### src/met_pkg.sv
// ----------------------------------------------------------------------------
// met_pkg
// Shared types, widths and constants of the escape-time block.
// ----------------------------------------------------------------------------
package met_pkg;

  localparam int FRACTION_BITS = 28;

  localparam int WIDTH_W  = 13;
  localparam int HEIGHT_W = 13;
  localparam int ITER_W   = 16;
  localparam int INDEX_W  = 24;

  localparam int FX_W       = FRACTION_BITS + 4;
  localparam int PROD_W     = 2 * FX_W;
  localparam int SUM_W      = PROD_W + 1;
  localparam int AXIS_W     = INDEX_W + 4;
  localparam int MAG_KEEP   = WIDTH_W + 3;
  localparam int DIVIDEND_W = FRACTION_BITS + MAG_KEEP;
  localparam int DIV_CNT_W  = $clog2(DIVIDEND_W + 1);

  localparam int CFG_INDEX_W = 2;
  localparam int CFG_DATA_W  = 16;

  localparam logic [CFG_INDEX_W-1:0] CFG_IMAGE_WIDTH    = 2'd0;
  localparam logic [CFG_INDEX_W-1:0] CFG_IMAGE_HEIGHT   = 2'd1;
  localparam logic [CFG_INDEX_W-1:0] CFG_MAX_ITERATIONS = 2'd2;

  localparam logic [WIDTH_W-1:0]  WIDTH_RESET  = 13'd160;
  localparam logic [HEIGHT_W-1:0] HEIGHT_RESET = 13'd50;
  localparam logic [ITER_W-1:0]   ITER_RESET   = 16'd1000;

  localparam logic signed [FX_W-1:0] FX_MAX = {1'b0, {(FX_W-1){1'b1}}};
  localparam logic signed [FX_W-1:0] FX_MIN = {1'b1, {(FX_W-1){1'b0}}};

  localparam logic [SUM_W-1:0] ESC_LIMIT = SUM_W'(1) << (2 * FRACTION_BITS + 2);

  typedef enum logic [3:0] {
    ST_IDLE,
    ST_DIV_IDX,
    ST_DIV_RE,
    ST_DIV_IM,
    ST_SQR,
    ST_SQI,
    ST_MUL,
    ST_UPD,
    ST_DONE
  } state_t;

  function automatic logic signed [FX_W-1:0] sat_fx(input logic signed [SUM_W-1:0] v);
    logic signed [SUM_W-1:0] hi;
    logic signed [SUM_W-1:0] lo;
    hi = SUM_W'(FX_MAX);
    lo = SUM_W'(FX_MIN);
    if (v > hi) begin
      return FX_MAX;
    end else if (v < lo) begin
      return FX_MIN;
    end else begin
      return v[FX_W-1:0];
    end
  endfunction

endpackage

### src/met_pixel_if.sv
// ----------------------------------------------------------------------------
// met_pixel_if
// Pixel channel: one word is a linear pixel index and a batch end flag.
// ----------------------------------------------------------------------------
interface met_pixel_if;
  import met_pkg::*;

  logic               valid;
  logic               ready;
  logic [INDEX_W-1:0] pixel_index;
  logic               last_pixel;

  modport source (output valid, output pixel_index, output last_pixel, input ready);
  modport sink (input valid, input pixel_index, input last_pixel, output ready);
endinterface

### src/met_count_if.sv
// ----------------------------------------------------------------------------
// met_count_if
// Result channel: one word is an iteration count and a batch end flag.
// ----------------------------------------------------------------------------
interface met_count_if;
  import met_pkg::*;

  logic              valid;
  logic              ready;
  logic [ITER_W-1:0] iteration_count;
  logic              last_out;

  modport source (output valid, output iteration_count, output last_out, input ready);
  modport sink (input valid, input iteration_count, input last_out, output ready);
endinterface

### src/met_div.sv
// ----------------------------------------------------------------------------
// met_div
// Restoring unsigned divider, one quotient bit per cycle, shared by the
// pixel split and both axis mappings.
// ----------------------------------------------------------------------------
module met_div (
  input  logic                          clk,
  input  logic                          rst,
  input  logic                          start,
  input  logic [met_pkg::DIVIDEND_W-1:0] dividend,
  input  logic [met_pkg::WIDTH_W-1:0]    divisor,
  output logic                          done,
  output logic [met_pkg::DIVIDEND_W-1:0] quotient,
  output logic [met_pkg::WIDTH_W-1:0]    remainder
);
  import met_pkg::*;

  localparam logic [DIV_CNT_W-1:0] LAST_STEP = DIV_CNT_W'(DIVIDEND_W - 1);

  logic                  busy;
  logic [DIV_CNT_W-1:0]  cnt;
  logic [DIVIDEND_W-1:0] acc;
  logic [WIDTH_W-1:0]    rem;
  logic [WIDTH_W-1:0]    dsr;

  logic [WIDTH_W:0]      trial;
  logic                  fits;
  logic [WIDTH_W:0]      diff;
  logic [WIDTH_W-1:0]    rem_next;
  logic [DIVIDEND_W-1:0] acc_next;

  always_comb begin
    trial    = {rem, acc[DIVIDEND_W-1]};
    fits     = trial >= {1'b0, dsr};
    diff     = trial - {1'b0, dsr};
    rem_next = fits ? diff[WIDTH_W-1:0] : trial[WIDTH_W-1:0];
    acc_next = {acc[DIVIDEND_W-2:0], fits};
  end

  always_ff @(posedge clk) begin
    if (rst) begin
      busy <= 1'b0;
      done <= 1'b0;
      cnt  <= '0;
    end else begin
      done <= 1'b0;
      if (start) begin
        busy <= 1'b1;
        cnt  <= '0;
      end else if (busy) begin
        cnt <= cnt + 1'b1;
        if (cnt == LAST_STEP) begin
          busy <= 1'b0;
          done <= 1'b1;
        end
      end
    end
  end

  always_ff @(posedge clk) begin
    if (start) begin
      acc <= dividend;
      rem <= '0;
      dsr <= divisor;
    end else if (busy) begin
      acc <= acc_next;
      rem <= rem_next;
    end
  end

  assign quotient  = acc;
  assign remainder = rem;

endmodule

### src/mandelbrot_escape_time.sv
// ----------------------------------------------------------------------------
// mandelbrot_escape_time
// Escape-time count of one pixel: index split, mapping to c, z = z*z + c.
// ----------------------------------------------------------------------------
// One pixel at a time. Setup runs three divisions on a shared bit-serial
// divider (index by width, then each axis), then each iteration runs zr^2,
// zi^2 and zr*zi in turn on one shared 32x32 multiplier and then updates z.
// The imaginary axis division is skipped when that part saturates, and a
// zero width skips setup and iteration. A finished count waits while the
// output word is still held; the next pixel is taken while the previous
// count waits at the output.
// ----------------------------------------------------------------------------
module mandelbrot_escape_time (
  input  logic                           clk,
  input  logic                           rst,
  input  logic                           cfg_we,
  input  logic [met_pkg::CFG_INDEX_W-1:0] cfg_index,
  input  logic [met_pkg::CFG_DATA_W-1:0]  cfg_data,
  met_pixel_if.sink                      pixel,
  met_count_if.source                    result
);
  import met_pkg::*;

  state_t state;
  state_t state_next;

  logic [WIDTH_W-1:0]  image_width;
  logic [HEIGHT_W-1:0] image_height;
  logic [ITER_W-1:0]   max_iterations;

  logic [INDEX_W-1:0]    y_row;
  logic                  axis_neg_r;
  logic signed [FX_W-1:0] cre;
  logic signed [FX_W-1:0] cim;
  logic signed [FX_W-1:0] zr;
  logic signed [FX_W-1:0] zi;
  logic signed [PROD_W-1:0] sr;
  logic signed [PROD_W-1:0] si;
  logic signed [PROD_W-1:0] pr;
  logic [ITER_W-1:0]     iter;
  logic                  last_r;

  logic                  out_valid;
  logic [ITER_W-1:0]     out_count;
  logic                  out_last;

  logic                  div_start;
  logic [DIVIDEND_W-1:0] div_dividend;
  logic                  div_done;
  logic [DIVIDEND_W-1:0] div_quot;
  logic [WIDTH_W-1:0]    div_rem;

  logic                  accept;
  logic                  out_free;

  logic [INDEX_W-1:0]     axis_coord;
  logic [WIDTH_W-1:0]     axis_span;
  logic signed [AXIS_W-1:0] axis_num;
  logic                   axis_neg;
  logic [AXIS_W-1:0]      axis_mag;
  logic                   axis_sat;
  logic [DIVIDEND_W-1:0]  axis_dividend;
  logic [FX_W-1:0]        quot_ext;
  logic signed [FX_W-1:0] axis_c;

  logic signed [FX_W-1:0]   mul_a;
  logic signed [FX_W-1:0]   mul_b;
  logic signed [PROD_W-1:0] prod;
  logic [SUM_W-1:0]         mag_sum;
  logic                     escaped;
  logic signed [SUM_W-1:0]  sq_diff;
  logic signed [SUM_W-1:0]  nre;
  logic signed [SUM_W-1:0]  nim;
  logic signed [SUM_W-1:0]  sum_re;
  logic signed [SUM_W-1:0]  sum_im;

  met_div u_div (
    .clk       (clk),
    .rst       (rst),
    .start     (div_start),
    .dividend  (div_dividend),
    .divisor   (image_width),
    .done      (div_done),
    .quotient  (div_quot),
    .remainder (div_rem)
  );

  // configuration
  always_ff @(posedge clk) begin
    if (rst) begin
      image_width    <= WIDTH_RESET;
      image_height   <= HEIGHT_RESET;
      max_iterations <= ITER_RESET;
    end else if (cfg_we) begin
      case (cfg_index)
        CFG_IMAGE_WIDTH:    image_width    <= cfg_data[WIDTH_W-1:0];
        CFG_IMAGE_HEIGHT:   image_height   <= cfg_data[HEIGHT_W-1:0];
        CFG_MAX_ITERATIONS: max_iterations <= cfg_data[ITER_W-1:0];
        default: ;
      endcase
    end
  end

  assign accept       = (state == ST_IDLE) && pixel.valid;
  assign out_free     = !out_valid || result.ready;
  assign pixel.ready  = (state == ST_IDLE);

  // axis mapping: num = 4*coord - 2*span, c = num / width in Q4.28
  always_comb begin
    axis_coord = (state == ST_DIV_IDX) ? INDEX_W'(div_rem) : y_row;
    axis_span  = (state == ST_DIV_IDX) ? image_width : image_height;
    axis_num   = $signed({2'b00, axis_coord, 2'b00})
               - $signed({{(AXIS_W-WIDTH_W-1){1'b0}}, axis_span, 1'b0});
    axis_neg   = axis_num[AXIS_W-1];
    axis_mag   = axis_neg ? AXIS_W'(-axis_num) : AXIS_W'(axis_num);
    axis_sat   = axis_mag >= {{(AXIS_W-WIDTH_W-3){1'b0}}, image_width, 3'b000};
    axis_dividend = {axis_mag[MAG_KEEP-1:0], {FRACTION_BITS{1'b0}}};
    quot_ext   = {1'b0, div_quot[FX_W-2:0]};
    axis_c     = axis_neg_r ? -$signed(quot_ext) : $signed(quot_ext);
  end

  // shared multiplier and update
  always_comb begin
    mul_a   = (state == ST_SQI) ? zi : zr;
    mul_b   = (state == ST_SQR) ? zr : zi;
    prod    = PROD_W'(mul_a) * PROD_W'(mul_b);
    mag_sum = SUM_W'(unsigned'(sr)) + SUM_W'(unsigned'(si));
    escaped = mag_sum > ESC_LIMIT;
    sq_diff = SUM_W'(sr) - SUM_W'(si);
    nre     = sq_diff >>> FRACTION_BITS;
    nim     = SUM_W'(pr) >>> (FRACTION_BITS - 1);
    sum_re  = nre + SUM_W'(cre);
    sum_im  = nim + SUM_W'(cim);
  end

  always_ff @(posedge clk) begin
    if (rst) begin
      state <= ST_IDLE;
    end else begin
      state <= state_next;
    end
  end

  always_comb begin
    state_next   = state;
    div_start    = 1'b0;
    div_dividend = axis_dividend;
    case (state)
      ST_IDLE: begin
        div_dividend = {{(DIVIDEND_W-INDEX_W){1'b0}}, pixel.pixel_index};
        if (pixel.valid) begin
          if (image_width == '0) begin
            state_next = ST_DONE;
          end else begin
            div_start  = 1'b1;
            state_next = ST_DIV_IDX;
          end
        end
      end
      ST_DIV_IDX: begin
        if (div_done) begin
          div_start  = 1'b1;
          state_next = ST_DIV_RE;
        end
      end
      ST_DIV_RE: begin
        if (div_done) begin
          if (axis_sat) begin
            state_next = ST_SQR;
          end else begin
            div_start  = 1'b1;
            state_next = ST_DIV_IM;
          end
        end
      end
      ST_DIV_IM: begin
        if (div_done) begin
          state_next = ST_SQR;
        end
      end
      ST_SQR: begin
        state_next = (iter < max_iterations) ? ST_SQI : ST_DONE;
      end
      ST_SQI: begin
        state_next = ST_MUL;
      end
      ST_MUL: begin
        state_next = escaped ? ST_DONE : ST_UPD;
      end
      ST_UPD: begin
        state_next = ST_SQR;
      end
      ST_DONE: begin
        if (out_free) begin
          state_next = ST_IDLE;
        end
      end
      default: begin
        state_next = ST_IDLE;
      end
    endcase
  end

  // datapath
  always_ff @(posedge clk) begin
    if (accept) begin
      last_r <= pixel.last_pixel;
      iter   <= '0;
      zr     <= '0;
      zi     <= '0;
    end
    if (state == ST_DIV_IDX && div_done) begin
      y_row      <= div_quot[INDEX_W-1:0];
      axis_neg_r <= axis_neg;
    end
    if (state == ST_DIV_RE && div_done) begin
      cre        <= axis_c;
      axis_neg_r <= axis_neg;
      if (axis_sat) begin
        cim <= axis_neg ? FX_MIN : FX_MAX;
      end
    end
    if (state == ST_DIV_IM && div_done) begin
      cim <= axis_c;
    end
    if (state == ST_SQR) begin
      sr <= prod;
    end
    if (state == ST_SQI) begin
      si <= prod;
    end
    if (state == ST_MUL) begin
      pr <= prod;
    end
    if (state == ST_UPD) begin
      zr   <= sat_fx(sum_re);
      zi   <= sat_fx(sum_im);
      iter <= iter + 1'b1;
    end
  end

  // output word register
  always_ff @(posedge clk) begin
    if (rst) begin
      out_valid <= 1'b0;
    end else if (state == ST_DONE && out_free) begin
      out_valid <= 1'b1;
    end else if (result.ready) begin
      out_valid <= 1'b0;
    end
  end

  always_ff @(posedge clk) begin
    if (state == ST_DONE && out_free) begin
      out_count <= iter;
      out_last  <= last_r;
    end
  end

  assign result.valid           = out_valid;
  assign result.iteration_count = out_count;
  assign result.last_out        = out_last;

endmodule

### src/flat_wrapper.sv
// flat-port wrapper written by rule: the top's interface ports become plain ports
module mandelbrot_escape_time_flat import met_pkg::*;
  (clk, rst, cfg_we, cfg_index, cfg_data, pixel_valid, pixel_pixel_index, pixel_last_pixel, pixel_ready, result_valid, result_iteration_count, result_last_out, result_ready);
  met_pixel_if pixel_i ();
  met_count_if result_i ();
  input  logic clk;
  input  logic rst;
  input  logic cfg_we;
  input  logic [met_pkg::CFG_INDEX_W-1:0] cfg_index;
  input  logic [met_pkg::CFG_DATA_W-1:0] cfg_data;
  input wire logic [$bits(pixel_i.valid)-1:0] pixel_valid;
  input wire logic [$bits(pixel_i.pixel_index)-1:0] pixel_pixel_index;
  input wire logic [$bits(pixel_i.last_pixel)-1:0] pixel_last_pixel;
  output wire logic [$bits(pixel_i.ready)-1:0] pixel_ready;
  output wire logic [$bits(result_i.valid)-1:0] result_valid;
  output wire logic [$bits(result_i.iteration_count)-1:0] result_iteration_count;
  output wire logic [$bits(result_i.last_out)-1:0] result_last_out;
  input wire logic [$bits(result_i.ready)-1:0] result_ready;
  assign pixel_i.valid = pixel_valid;
  assign pixel_i.pixel_index = pixel_pixel_index;
  assign pixel_i.last_pixel = pixel_last_pixel;
  assign pixel_ready = pixel_i.ready;
  assign result_valid = result_i.valid;
  assign result_iteration_count = result_i.iteration_count;
  assign result_last_out = result_i.last_out;
  assign result_i.ready = result_ready;
  mandelbrot_escape_time u_core (.clk(clk), .rst(rst), .cfg_we(cfg_we), .cfg_index(cfg_index), .cfg_data(cfg_data), .pixel(pixel_i), .result(result_i));
endmodule
### config.mk
export PLATFORM = sky130hd
export DESIGN_NAME = mandelbrot_escape_time_flat
export DESIGN_NICKNAME = d
export VERILOG_FILES = /design/src/met_pkg.sv /design/src/met_pixel_if.sv /design/src/met_count_if.sv /design/src/met_div.sv /design/src/mandelbrot_escape_time.sv /design/src/flat_wrapper.sv
export SDC_FILE = /design/constraint.sdc
export NUM_CORES = 2
export LEC_CHECK = 0
export ABC_AREA = 1
export BUFFER_PORTS_ARGS = -buffer_cell sky130_fd_sc_hd__buf_2
export CORE_AREA = 3 3 427 429
export CTS_BUF_LIST = sky130_fd_sc_hd__clkbuf_8
export DETAILED_ROUTE_END_ITERATION = 6
export DIE_AREA = 0 0 430 432
export GPL_TIMING_DRIVEN = 0
export PLACE_DENSITY_LB_ADDON = 0.25
export SYNTH_ARGS = -nofsm -noshare
export SYNTH_HDL_FRONTEND = slang
export SYNTH_HIERARCHICAL = 1
export SYNTH_SLANG_ARGS = --single-unit
### constraint.sdc
create_clock -name clk -period 18.6 [get_ports clk]
set_input_delay 3.72 -clock clk [delete_from_list [all_inputs] [get_ports clk]]
set_output_delay 3.72 -clock clk [all_outputs]
set_load 0.01 [all_outputs]
======== Word level (Yosys, flattened, before mapping) ========
Cells that the tools add are included.
storage, ports and cells
  output and inout port bits .............. 19
  word-level logic and storage cells ...... 130
  register bits ........................... 504
  input port bits ......................... 48
cells by class
  muxes and demuxes ....................... 47
  reductions and logical operators ........ 23
  order comparisons ....................... 8
  add/subtract/negate cells ............... 10
  equal/unequal tests ..................... 16
  multipliers ............................. 1
  bitwise operators ....................... 1
operator list
  kind                     count
  $mux W32                 14
  $mux W44                 3
  $gt A65 B32 Y1 const B   2
  $lt A65 B32 Y1 const B   2
  $add A37 B32 Y38         2
  $add A64 B64 Y65         1
  $gt A65 B59 Y1 const B   1
  $sub A64 B64 Y65         1
  $mul A32 B32 Y64         1
  $pmux W4 S9              1
  $mux W16                 2
  $mux W4                  8
  $neg A31 Y32             1
  $ge A28 B16 Y1           1
  $mux W28                 1
  $neg A28 Y28             1
  $sub A26 B14 Y27         1
  $mux W13                 2
  $mux W24                 1
  $add A16 B1 Y16 const B  1
  $eq A4 B3 Y1 const B     4
  $lt A16 B16 Y1           1
  $ge A14 B13 Y1           1
  $logic_not A13 Y1        1
  other kinds (24)         52

======== Longest topological paths before layout ========
  depth in word-level cells ............... 10
  mapped depth ............................ 40
  gate-level depth less buffers ........... 37

======== Modules after synthesis ========
Netlist, hierarchy kept.
modules (own cells, without submodules)
  module                  instances  area an instance (sq um)  seq. area each (sq um)  cells each
  mandelbrot_escape_time  1          67143.1                   11511.0                 8479
  met_div                 1          4169.0                    2132.0                  509

======== Worst setup path before layout ========
Ideal clock, no wire load.
  path type ............................... reg2reg
  start ................................... register u_core.state[0]
  end ..................................... register u_core.pr[63] (data pin)
  data required time ...................... 18.331 ns
  period minus slack after synthesis ...... 11.329 ns
  setup time .............................. 0.269 ns
  slack ................................... 7.271 ns
  cell stages (with the launch flop) ...... 34
  buffers on the path ..................... 3
  arrival ................................. 11.060 ns
  cell sequence ........................... dfxtp_1 > nor2_1 > inv_1 > nor2_1 > inv_2 > clkbuf_1 > o21ai_1 > inv_1 > clkbuf_1 > nor2_1 > fa_1 > fa_1 > inv_1 > fa_1 > inv_1 > fa_1 > inv_1 > fa_1 > inv_1 > fa_1 > inv_1 > fa_1 > inv_1 > fa_1 > ha_1 > clkbuf_1 > nand2_1 > nor2_1 > inv_1 > nor2_1 > nand2_1 > o2111ai_1 > a21oi_1 > xor2_1
on the way
  longest elaborated chain between the ends .. 3
  elaborated cells on any way between the ends .. 5
  classes of those cells .................. 1 x mul; 2 x eq/ne; 2 x mux
RTL lines
  what                                    RTL line                                                      source
  start: declaration                      mandelbrot_escape_time.sv:24                                  state_t state;
  start signal: assignment                mandelbrot_escape_time.sv:140                                 state <= state_next;
  $eq A4 B3 Y1, on equally long branches  mandelbrot_escape_time.sv:124, mandelbrot_escape_time.sv:125
  $mux W32, on equally long branches      mandelbrot_escape_time.sv:124, mandelbrot_escape_time.sv:125
  $mul A32 B32 Y64 (*)                    mandelbrot_escape_time.sv:126                                 prod = PROD_W'(mul_a) * PROD_W'(mul_b);
  named net u_core.prod[63]               mandelbrot_escape_time.sv:68                                  logic signed [PROD_W-1:0] prod;
  end signal: assignment                  mandelbrot_escape_time.sv:233                                 pr <= prod;
  end: declaration                        mandelbrot_escape_time.sv:39                                  logic signed [PROD_W-1:0] pr;
The timed path passes the listed nets; every way through them passes the cells marked *.
A chain may end at the register's enable or synchronous reset.

======== Worst setup path after layout ========
  start ................................... register u_core.state[0]
  end ..................................... register u_core.sr[50] (data pin)
on the way
  longest elaborated chain between the ends .. 3
  elaborated cells on any way between the ends .. 5
  classes of those cells .................. 1 x mul; 2 x eq/ne; 2 x mux
RTL lines
  what                                    RTL line                                                      source
  $eq A4 B3 Y1, on equally long branches  mandelbrot_escape_time.sv:124, mandelbrot_escape_time.sv:125
  $mux W32, on equally long branches      mandelbrot_escape_time.sv:124, mandelbrot_escape_time.sv:125
  $mul A32 B32 Y64 (*)                    mandelbrot_escape_time.sv:126
  named net u_core.prod[50]               mandelbrot_escape_time.sv:68
  end signal: assignment                  mandelbrot_escape_time.sv:227                                 sr <= prod;
  end: declaration                        mandelbrot_escape_time.sv:37                                  logic signed [PROD_W-1:0] sr;
Marked as above.

==> results_dict.tcl <==
set metrics [dict create \
    status "complete, but fails checks" \
    violations "capacitance limit, slew limit" \
    startpoint_type "register" \
    synth.avg_cell_area_um2 7.934 \
    worstSetupPathType "register to register" \
    die_y_um 432 \
    slew_violations 38 \
    synth.distinct_cells 66 \
    cp_slowest_stage_delay_ns 1.04 \
    io_buffers 66 \
    synth_edf_count 409 \
    rows 155 \
    ant_nets 0 \
    overflow 0 \
    die_x_um 430 \
    holdBufCountCts 0 \
    drive_above_1_share_pct 4.267 \
    remaining_drc_errors 0 \
    fmax_mhz 73.41 \
    synth_area_um2 71310 \
    yosysMostFrequentCell "nand2_1" \
    min_path_type "register to register" \
    routed_via_density 5.265 \
    dominantRegCellSynth "edfxtp_1" \
    crit_fanout 17 \
    setup-violations-final 0 \
    clock-skew-final_ns 0.1085 \
    grtUsageTotal_pct 28.82 \
    cp-end-kind "register" \
    dpl.hpwl_mm 227.6 \
    yosys_warnings 6 \
    arrival_ns 13.97 \
    rsz0062_at_grt "no" \
    io_pins 67 \
    clk_pin_slew_worst_paths_ns 0.07 \
    first_global_vias 61290 \
    nNetsFinal 10750 \
    critPathRequiredTime_ns 18.95 \
    floorplan.initialDensity_pct 39.93 \
    maxSlewHeadroom_pct -4.912 \
    hold_viol_final 0 \
    die_area_um2 185800 \
    cts_setup_buffers 0 \
    place.gp.congestion 1.011 \
    cts_sinks 477 \
    totalWireLength_mm 269.2 \
    async_reset_ff_share_pct 0 \
    grt_pass1_wl_mm 394.7 \
    cts_root_buf "clkbuf_8" \
    wl_per_cell_um 23.22 \
    grt_max_degree 65 \
    ys_ff_latch 477 \
    ys_top_cells_by_count "nand2_1 (1,968), inv_1 (1,947), nor2_1 (1,098), fa_1 (1,087), ha_1 (443)" \
    fin_tns_setup_ns 0 \
    antenna_found_initial 21 \
    yosysSeqAreaShare_pct 19.13 \
    cts_made_buffers 78 \
    num_vias 61040 \
    area_growth_pct 7.664 \
    coreArea_um2 178600 \
    tightest_slew_ns 1.563 \
    initialDrtViolationCount 5546 \
    cts_tree "done" \
    period_needed_ns 13.62 \
    cts-resized-gates 0 \
    dr.pass1.iters 6 \
    syn_inst 8988 \
    synthTopCellsByArea "fa_1 (31%), edfxtp_1 (17%), nand2_1 (10%)" \
    clk_path_buf_depth 3 \
    period_share_pct 73.24 \
    clock_latency_ns 0.77 \
    cts.htree.levels 3 \
    cap_violations 4 \
    fillers 18260 \
    yosysTopAreaCellShare_pct 30.51 \
    slowest_stage "xor2_1" \
    yosysTopAreaCell "fa_1" \
]
state kept, by name, indices dropped and copies added (netlist names), 4 cells and up:
register / cells
u_core/iter: 16
u_core/image_height: 13
u_core/u_div/dsr: 13
u_core/pr: 37
u_core/si: 64
u_core/image_width: 13
u_core/zr: 32
u_core/sr: 64
u_core/u_div/cnt: 6
u_core/cre: 32
u_core/u_div/remainder: 13
u_core/result.iteration_count: 16
u_core/y_row: 24
u_core/state: 4
u_core/cim: 32
u_core/max_iterations: 16
u_core/u_div/quotient: 44
u_core/zi: 32
cell type report:
class                           instances  area [um2]  area share (%)
Clock inverter                         64       385.4          0.5019
Sequential cell                       477       13640           17.77
Multi-Input combinational cell       6265       49250           64.14
Inverter                             1985        7453           9.708
Clock buffer                           81        1115           1.452
Antenna cell                            6       15.01         0.01956
Tap cell                             2355        2947           3.838
Timing Repair Buffer                   96       843.3           1.098
Buffer                                265        1127           1.468
cells in the final DEF (no fill, tap or decap), types with 22 or more instances in the layout:
cell type  Yosys  final
nor2_2        20     22
buf_2         49    115
ha_1         443    443
inv_1       1947   1970
o21a_1        29     29
nor3_1        68     67
o21ai_2        5     22
a21oi_1      410    410
fa_1        1087   1086
nor2_1      1098   1094
edfxtp_1     409    409
a31oi_1       54     54
nand3_1      228    228
clkbuf_8       0     81
nand4_1       81     81
clkinv_1      18     29
o21ai_0      223    214
xor2_1       181    180
o211ai_1      23     23
xnor2_1       84     82
nand2_1     1968   1968
dfxtp_1       68     68
clkbuf_1     195    195
o21ai_1       55     45
nor4_1        25     25
kinds of logic (layout without fill, tap and decap cells):
logic type      count (synthesis)  in the layout  synth area share (%)
compound gates                909            909                 7.187
xor+xnor                      265            265                 3.255
fa+ha+maj                    1530           1530                 38.29
buf+inv                      2250           2491                 12.03
flops                         477            477                 19.13
other cells                     1             11              0.005259
simple gates                 3556           3556                 20.11
critical path, delay by kind of cell, from the launching register on:
| family | cells | cell delay [ns] |
|---|---|---|
| AO/OA/AOI/OAI | 5 | 2.33 |
| XOR/XNOR | 1 | 1.04 |
| adder cells (fa/ha/maj) | 9 | 5.09 |
| buffers and inverters | 11 | 2.42 |
| flip-flops | 1 | 0.38 |
| AND/OR/NAND/NOR | 4 | 1.89 |
final timing paths:
kind | from | to | slack (ns) | depth (start not counted)
setup / recovery | u_core/state[0] | u_core/sr[50] | 4.98 | 30
setup reg to reg | u_core/state[0] | u_core/sr[50] | 4.98 | 30
hold / removal | u_core/image_width[12] | u_core/u_div/dsr[12] | 0.43 | 0
hold reg to reg | u_core/image_width[12] | u_core/u_div/dsr[12] | 0.43 | 0
metal layers:
layer / up-vias / global-route usage, % / wire [um]
li1: 27740 / - / -
met1: 30310 / 39.05 / 114000
met2: 2448 / 44.80 / 118500
met3: 542 / 6.047 / 22830
met4: 6 / 12.16 / 13830
met5: - / 0 / 23
stage by stage:
| step | instance area (um2) | worst slack (ns) | hold WS [ns] | cells | util (%) |
|---|---|---|---|---|---|
| after global routing | 76760 | 4.734 | 0.4357 | 11590 | 42.98 |
| after floorplan | 71330 | 7.271 | 0.4003 | 8992 | - |
| after global placement | 74600 | 0.3533 | 0.4034 | 11410 | 41.77 |
| after detailed placement | 75250 | 5.539 | 0.4175 | 11440 | 42.13 |
| final | 76780 | 4.977 | 0.4302 | 11590 | 42.98 |
| after CTS | 76750 | 5.456 | 0.4317 | 11590 | 42.97 |
Power is left out: the tool's default activity adds up to more than one toggle a clock period on the data nets, which glitch-free logic cannot reach.
